## config.mk

```make
export PLATFORM = sky130hd
export DESIGN_NAME = dual_order_priority_queue
export DESIGN_NICKNAME = d
export VERILOG_FILES = /design/src/design/dopq_pkg.sv /design/src/design/dopq_cell.sv /design/src/design/dual_order_priority_queue.sv
export SDC_FILE = /design/constraint.sdc
export NUM_CORES = 2
export LEC_CHECK = 0
export ABC_AREA = 1
export ABC_CLOCK_PERIOD_IN_PS = 3650
export BUFFER_PORTS_ARGS = -buffer_cell sky130_fd_sc_hd__buf_2
export CAP_MARGIN = 20
export CORE_MARGIN = 2
export CORE_UTILIZATION = 40
export DETAILED_ROUTE_END_ITERATION = 12
export PLACE_DENSITY_LB_ADDON = 0.2
export SYNTH_ARGS = -nofsm -noshare
export SYNTH_HDL_FRONTEND = slang
export SYNTH_SLANG_ARGS = --single-unit
```

## constraint.sdc

```tcl
create_clock -name clk -period 3.65 [get_ports clk]
set_input_delay 0.1825 -clock clk [delete_from_list [all_inputs] [get_ports clk]]
set_output_delay 0.1825 -clock clk [all_outputs]
set_load 0.01 [all_outputs]
```

## src/design/dopq_pkg.sv

```systemverilog
// Shared types and constants for the dual-order priority queue.
package dopq_pkg;

	localparam int CAPACITY_DEF = 16;
	localparam int ID_W         = 16;
	localparam int AGE_W        = 8;
	localparam int CNT_OUT_W    = 5;

	typedef enum logic [1:0] {
		OP_INSERT  = 2'd0,
		OP_POP_HI  = 2'd1,
		OP_POP_ARR = 2'd2,
		OP_QUERY   = 2'd3
	} op_t;

	// one stored entry as it moves along the row
	typedef struct packed {
		logic             valid;
		logic [ID_W-1:0]  id;
		logic [AGE_W-1:0] age;
	} entry_t;

	// broadcast to every cell; the search keys travel on ports of their own
	typedef struct packed {
		logic ins;
		logic pop_hi;
		logic pop_arr;
	} cmd_t;

endpackage

```

## src/design/dopq_cell.sv

```systemverilog
// One cell of the priority-sorted row: holds an entry and its arrival rank.
module dopq_cell #(
	parameter int RANK_W = 4
) (
	input  logic                       clk,
	input  logic                       arst_n,
	input  dopq_pkg::cmd_t             cmd,
	input  logic [dopq_pkg::ID_W-1:0]  key_id,
	input  logic [dopq_pkg::AGE_W-1:0] key_age,
	input  logic [RANK_W-1:0]          new_rank,
	input  logic [RANK_W-1:0]          rem_rank,
	input  dopq_pkg::entry_t           left_ent,
	input  logic [RANK_W-1:0]          left_rank,
	input  dopq_pkg::entry_t           right_ent,
	input  logic [RANK_W-1:0]          right_rank,
	input  logic                       ga_left,
	input  logic                       past_left,
	output dopq_pkg::entry_t           ent,
	output logic [RANK_W-1:0]          rank,
	output logic                       ga,
	output logic                       past,
	output logic                       id_hit,
	output logic                       rank0_hit
);

	logic                     valid_q;
	logic [dopq_pkg::ID_W-1:0]  id_q;
	logic [dopq_pkg::AGE_W-1:0] age_q;
	logic [RANK_W-1:0]        rank_q;

	dopq_pkg::entry_t  nxt_ent;
	logic [RANK_W-1:0] nxt_rank;
	logic [RANK_W-1:0] right_rank_dec;
	logic [RANK_W-1:0] own_rank_dec;

	assign ent  = '{valid: valid_q, id: id_q, age: age_q};
	assign rank = rank_q;

	// sorted row: cells that stay ahead of a new entry form a prefix
	assign ga        = valid_q && (age_q >= key_age);
	assign rank0_hit = valid_q && (rank_q == '0);
	assign past      = past_left | rank0_hit;
	assign id_hit    = valid_q && (id_q == key_id);

	assign right_rank_dec = (right_rank > rem_rank) ? right_rank - 1'b1 : right_rank;
	assign own_rank_dec   = (rank_q > rem_rank) ? rank_q - 1'b1 : rank_q;

	always_comb begin
		nxt_ent  = ent;
		nxt_rank = rank_q;
		if (cmd.ins) begin
			if (!ga) begin
				if (ga_left) begin
					nxt_ent  = '{valid: 1'b1, id: key_id, age: key_age};
					nxt_rank = new_rank;
				end else begin
					nxt_ent  = left_ent;
					nxt_rank = left_rank;
				end
			end
		end else if (cmd.pop_hi) begin
			nxt_ent  = right_ent;
			nxt_rank = right_rank_dec;
		end else if (cmd.pop_arr) begin
			if (past) begin
				nxt_ent  = right_ent;
				nxt_rank = right_rank_dec;
			end else begin
				nxt_rank = own_rank_dec;
			end
		end
	end

	always_ff @(posedge clk or negedge arst_n) begin
		if (!arst_n) begin
			valid_q <= 1'b0;
		end else begin
			valid_q <= nxt_ent.valid;
		end
	end

	always_ff @(posedge clk) begin
		id_q   <= nxt_ent.id;
		age_q  <= nxt_ent.age;
		rank_q <= nxt_rank;
	end

endmodule

```

## src/design/dual_order_priority_queue.sv

```systemverilog
// Top level: dual-order priority queue built from a row of sorted cells.
//
//  channel   | handshake         | fields
//  ----------+-------------------+-----------------------------
//  command   | start / busy      | op, id, age
//  result    | done (strobe)     | ok, out_id, out_age, count
//
// One command per cycle: its result is on the result ports, with done high
// for a single cycle, the cycle after the transfer. The row settles each
// operation as it is taken, so busy stays low. Reset empties the row
// at once; no sweep. The receiver cannot stall; results are never held.
module dual_order_priority_queue #(
	parameter int CAPACITY = dopq_pkg::CAPACITY_DEF
) (
	input  logic                          clk,
	input  logic                          arst_n,
	input  logic                          start,
	output logic                          busy,
	input  logic [1:0]                    op,
	input  logic [dopq_pkg::ID_W-1:0]     id,
	input  logic [dopq_pkg::AGE_W-1:0]    age,
	output logic                          done,
	output logic                          ok,
	output logic [dopq_pkg::ID_W-1:0]     out_id,
	output logic [dopq_pkg::AGE_W-1:0]    out_age,
	output logic [dopq_pkg::CNT_OUT_W-1:0] count
);

	localparam int RANK_W = $clog2(CAPACITY);
	localparam int CNT_W  = $clog2(CAPACITY + 1);

	dopq_pkg::entry_t  ents    [CAPACITY];
	logic [RANK_W-1:0] ranks   [CAPACITY];
	logic              gas     [CAPACITY];
	logic              pasts   [CAPACITY];
	logic [CAPACITY-1:0] id_hits;
	logic [CAPACITY-1:0] r0_hits;

	logic [CNT_W-1:0] count_q;
	logic [CNT_W-1:0] count_nxt;
	dopq_pkg::cmd_t   cmd;
	dopq_pkg::op_t    op_e;
	logic             xfer;
	logic             dup;
	logic             full;
	logic             empty;
	logic [RANK_W-1:0] new_rank;
	logic [RANK_W-1:0] rem_rank;

	logic                       res_ok;
	logic [dopq_pkg::ID_W-1:0]  res_id;
	logic [dopq_pkg::AGE_W-1:0] res_age;
	logic [dopq_pkg::ID_W-1:0]  arr_id;
	logic [dopq_pkg::AGE_W-1:0] arr_age;
	logic [dopq_pkg::AGE_W-1:0] qry_age;

	logic                          done_q;
	logic                          ok_q;
	logic [dopq_pkg::ID_W-1:0]     out_id_q;
	logic [dopq_pkg::AGE_W-1:0]    out_age_q;
	logic [dopq_pkg::CNT_OUT_W-1:0] count_res_q;

	assign busy  = 1'b0;
	assign xfer  = start && !busy;
	assign op_e  = dopq_pkg::op_t'(op);
	assign dup   = |id_hits;
	assign full  = (count_q == CNT_W'(CAPACITY));
	assign empty = (count_q == '0);

	assign new_rank = count_q[RANK_W-1:0];

	always_comb begin
		cmd      = '0;
		rem_rank = '0;
		unique case (op_e)
			dopq_pkg::OP_INSERT:  cmd.ins     = xfer && !dup && !full;
			dopq_pkg::OP_POP_HI: begin
				cmd.pop_hi = xfer && !empty;
				rem_rank   = ranks[0];
			end
			dopq_pkg::OP_POP_ARR: cmd.pop_arr = xfer && !empty;
			dopq_pkg::OP_QUERY:   ;
			default:              ;
		endcase
	end

	genvar g;
	generate
		for (g = 0; g < CAPACITY; g++) begin : g_cell
			dopq_pkg::entry_t  l_ent;
			logic [RANK_W-1:0] l_rank;
			dopq_pkg::entry_t  r_ent;
			logic [RANK_W-1:0] r_rank;
			logic              l_ga;
			logic              l_past;

			if (g == 0) begin : g_head
				assign l_ent  = '0;
				assign l_rank = '0;
				assign l_ga   = 1'b1;
				assign l_past = 1'b0;
			end else begin : g_body
				assign l_ent  = ents[g-1];
				assign l_rank = ranks[g-1];
				assign l_ga   = gas[g-1];
				assign l_past = pasts[g-1];
			end

			if (g == CAPACITY - 1) begin : g_tail
				assign r_ent  = '0;
				assign r_rank = '0;
			end else begin : g_mid
				assign r_ent  = ents[g+1];
				assign r_rank = ranks[g+1];
			end

			dopq_cell #(.RANK_W(RANK_W)) u_cell (
				.clk        (clk),
				.arst_n     (arst_n),
				.cmd        (cmd),
				.key_id     (id),
				.key_age    (age),
				.new_rank   (new_rank),
				.rem_rank   (rem_rank),
				.left_ent   (l_ent),
				.left_rank  (l_rank),
				.right_ent  (r_ent),
				.right_rank (r_rank),
				.ga_left    (l_ga),
				.past_left  (l_past),
				.ent        (ents[g]),
				.rank       (ranks[g]),
				.ga         (gas[g]),
				.past       (pasts[g]),
				.id_hit     (id_hits[g]),
				.rank0_hit  (r0_hits[g])
			);
		end
	endgenerate

	// one-hot selects: the oldest arrival and the queried id
	always_comb begin
		arr_id  = '0;
		arr_age = '0;
		qry_age = '0;
		for (int i = 0; i < CAPACITY; i++) begin
			arr_id  = arr_id  | ({dopq_pkg::ID_W{r0_hits[i]}} & ents[i].id);
			arr_age = arr_age | ({dopq_pkg::AGE_W{r0_hits[i]}} & ents[i].age);
			qry_age = qry_age | ({dopq_pkg::AGE_W{id_hits[i]}} & ents[i].age);
		end
	end

	always_comb begin
		res_ok    = 1'b0;
		res_id    = '0;
		res_age   = '0;
		count_nxt = count_q;
		unique case (op_e)
			dopq_pkg::OP_INSERT: begin
				res_ok = cmd.ins;
				if (cmd.ins) begin
					count_nxt = count_q + 1'b1;
				end
			end
			dopq_pkg::OP_POP_HI: begin
				res_ok = !empty;
				if (!empty) begin
					res_id    = ents[0].id;
					res_age   = ents[0].age;
					count_nxt = count_q - 1'b1;
				end
			end
			dopq_pkg::OP_POP_ARR: begin
				res_ok = !empty;
				if (!empty) begin
					res_id    = arr_id;
					res_age   = arr_age;
					count_nxt = count_q - 1'b1;
				end
			end
			dopq_pkg::OP_QUERY: begin
				res_ok  = dup;
				res_age = qry_age;
			end
			default: ;
		endcase
	end

	always_ff @(posedge clk or negedge arst_n) begin
		if (!arst_n) begin
			count_q <= '0;
			done_q  <= 1'b0;
		end else begin
			done_q <= xfer;
			if (xfer) begin
				count_q <= count_nxt;
			end
		end
	end

	always_ff @(posedge clk) begin
		if (xfer) begin
			ok_q        <= res_ok;
			out_id_q    <= res_id;
			out_age_q   <= res_age;
			count_res_q <= dopq_pkg::CNT_OUT_W'(count_nxt);
		end
	end

	assign done    = done_q;
	assign ok      = ok_q;
	assign out_id  = out_id_q;
	assign out_age = out_age_q;
	assign count   = count_res_q;

endmodule
```

==> impl_metrics.yaml <==
setup_path:
  end_kind: "flop"
  startpoint_type: "flop"
  critical_path.startpoint: "g_cell[13].u_cell.id_q[5]"
  cp_data_arrival_time_ns: 3.91
  critPathMaxFanout: 24
  crit_required_ns: 3.98
  crit_type: "reg -> reg"
  r2r_start: "g_cell[13].u_cell.id_q[5]"
  reg2reg_depth: 20
drt:
  dr.pass1.iters: 12
  drtAntennaViolNets: 0
  drc: 2
  postRouteWirelength_mm: 190
  num_vias: 40600
  wl_per_cell_microns: 28.1
  first_iter_violations: 5732
  routed_via_density: 6.00
cts:
  cts_buffer_depth: 3
  cts_tree: "done"
  cts.clk_slew.worst_paths_ns: 0.06
  clk_latency_ns: 0.66
  cts_buffers: 66
  h-tree-depth: 3
  root_buffer: "clkbuf_16"
  cts_num_sinks: 500
finish:
  finalNetCount: 5699
  drive_gt1_share_pct: 11.5
  finalNonFillerCells: 6769
  nFillCells: 9791
  final_util_pct: 46.9
  area.growth.synth_to_final_pct: 16.1
floorplan:
  start_util_pct: 40.4
  dieArea_sq_um: 100000
  die_w_microns: 317
  core_sq_um: 96900
  core.rowCount: 114
  die_h_microns: 317
  io_pins: 61
timing:
  max_slew_margin_pct: 28.3
  finalClockSkew_ns: 0.0359
  layout_worst_path_cycle_share_pct: 98.1
  setup_ws_ns: 0.0696
  fmax_mhz: 279
  fin_tns_setup_ns: 0
  final.min_clock_period_ns: 3.58
  hold_viol: 0
  rsz0062_at_grt: "false"
  final_max_slew_viol_count: 0
  worstMarginPinSlew_ns: 1.08
  finalSetupViolCount: 0
yosys:
  synth_nets: 5509
  syn_area_sq_um: 39100
  avgSynthCellArea_sq_um: 7.45
  yosys.cell_types.count: 59
  synth_edf_count: 478
  synth_flop_cell: "edfxtp_1"
  yosysSeqAreaShare_pct: 38.1
  synth-seq-cells: 500
  netlist_instances: 5252
  ys_warn_count: 0
  synthArstFlopShare_pct: 4.40
grt:
  grt_overflow: 0
  grt_pass1_vias: 37500
  grt_antenna_before_repair: 9
  grt_usage_pct: 37.2
  grt_pass1_wl_mm: 270
  grt_max_degree: 136
placement:
  dp_hpwl_mm: 138
  dp.cells: 6646
  dpl_worst_slack_ns: 0.0199
  portBuffers: 59
  gp_congestion: 1.07
power:
  leakagePower_nw: 20.3
  p_total_w: 0.0248
  ir_worst_vdd_v: 0.000338
  p_per_area_nw_per_um2: 545
job:
  cap_violations: 0
run_status:
  violations: "design-rule violations"
  status: "complete, but fails checks"
hold_path:
  worstHoldPathCells: 4
  min_path_type: "in -> reg"
  hp-start: "age[6]"
==> cell usage in the layout (no fill, tap or decap), types with 8 or more instances in the layout <==
master	Yosys	routed
nand3_2	17	18
edfxtp_1	478	478
nand3_1	53	52
clkinv_1	3	9
o21ai_0	989	983
nor3_1	15	13
a21o_1	8	8
buf_4	10	308
o211ai_1	46	46
clkbuf_16	0	68
nor4_1	40	40
nand2_1	890	878
a21oi_1	535	534
ha_1	228	228
inv_1	895	894
o21ai_1	51	55
o21a_1	13	13
xnor2_1	8	8
o22ai_1	149	149
nor2_1	219	218
xor2_1	84	84
dfrtp_1	22	20
clkbuf_1	188	19
inv_2	20	20
nand2_2	3	15
buf_12	0	57
nand4_1	32	32
a221oi_1	45	45
buf_2	97	59
nor2_4	9	12
o2111ai_1	13	13
==> flip-flops by register name, summed over array words and instances, names as in the netlist <==
| signal | cells |
|---|---|
| count | 5 |
| g_cell.u_cell.rank | 64 |
| out_age | 8 |
| count_q | 5 |
| out_id | 16 |
| g_cell.u_cell.id_q | 256 |
| done | 1 |
| ok | 1 |
| g_cell.u_cell.valid_q | 16 |
| g_cell.u_cell.age_q | 128 |
==> what timing repair did <==
item | in CTS | in global routing
gates resized for setup | 0 | 10
hold buffers | 1 | 0
setup endpoints to repair | 0 | 253
endpoints found under the hold margin | 22 | 0
buffers inserted | 0 | 3
==> worst max-delay path: stages (launching register included) <==
cell and delay, ns:
edfxtp_1 0.45, inv_1 0.21, nand2_1 0.10, nand2_1 0.07, nor2_1 0.04, nand2_1 0.05
nor2_1 0.06, nand3_2 0.09, nand2_1 0.10, nor2_2 0.21, nand2_1 0.14, nor2_4 0.27
nand2_8 0.19, clkinv_8 0.10, nor2_8 0.06, o21ai_4 0.23, o21ai_2 0.12, inv_2 0.18
nand2_1 0.17, inv_1 0.14, buf_12 0.25
==> where the power goes <==
group          switching (W)  total [W]  internal (W)
registers            0.00118    0.00880       0.00762
logic                0.00626    0.00929       0.00303
clock network        0.00278    0.00670       0.00392
total                 0.0102     0.0248        0.0146
==> cells by family (layout without fill, tap and decap cells) <==
family	after synthesis	in the layout	synth area share, %
AOI/OAI and AO/OA	1900	1900	26.2
xor gates and xnor gates	92	92	2.06
adders and majority gates	228	228	7.29
buffers and inverters	1223	1460	12.2
DFF	500	500	38.1
muxes	1	1	0.0288
other	1	5	0.00958
and+or+nand+nor	1307	1307	14.1
==> Yosys cell counts (all sizes together) (8+ instances only) <==
master | instances | area (sq um)
nand4 | 33 | 213
nor3 | 17 | 95.1
dfrtp | 22 | 551
o21ai | 1047 | 5270
xor2 | 84 | 736
clkbuf | 189 | 711
o211ai | 47 | 358
a21o | 8 | 60.1
ha | 228 | 2850
edfxtp | 478 | 14400
o21a | 13 | 97.6
buf | 115 | 628
nor4 | 40 | 250
nor2 | 237 | 1020
nand2 | 899 | 3440
a21oi | 540 | 2720
nand3 | 71 | 453
xnor2 | 8 | 70.1
a221oi | 45 | 394
o22ai | 149 | 932
o2111ai | 13 | 114
or2 | 8 | 50.1
inv | 916 | 3440
==> metrics by stage <==
step	hold slack [ns]	instance area [sq um]
floorplan	-0.113	39100
global placement	0.328	43300
detailed placement	0.335	43300
CTS	0.0554	45400
global route	0.101	45400
finish	0.0668	45500
==> layout make-up <==
cell class,count,area [sq um],share of cell area [%]
Antenna cell,4,10.0,0.0220
Clock buffer,90,1810,3.99
Clock inverter,25,313,0.688
Inverter,919,3460,7.62
Multi-Input combinational cell,3529,19600,43.1
Sequential cell,500,14900,32.8
Tap cell,1276,1600,3.51
Timing Repair Buffer,426,3770,8.29
==> worst paths after layout <==
check                                              to  slack [ns]
max in group asynchronous    g_cell[3].u_cell.valid_q        2.86
min                        g_cell[15].u_cell.age_q[6]        0.07
max reg2reg                 g_cell[11].u_cell.id_q[1]        0.07
min in group asynchronous    g_cell[8].u_cell.valid_q        0.19
max                         g_cell[11].u_cell.id_q[1]        0.07
min reg2reg                 g_cell[14].u_cell.id_q[9]        0.58
==> metal layers <==
| metal | up-vias | track usage, % | routed length (microns) |
|---|---|---|---|
| li1 | 18200 | - | - |
| met3 | 671 | 8.04 | 20800 |
| met4 | 4 | 22.7 | 13700 |
| met2 | 2686 | 57.0 | 82100 |
| met5 | - | 0 | 26 |
| met1 | 19000 | 48.1 | 73700 |
No activity file was read; power rests on OpenSTA's default activity.
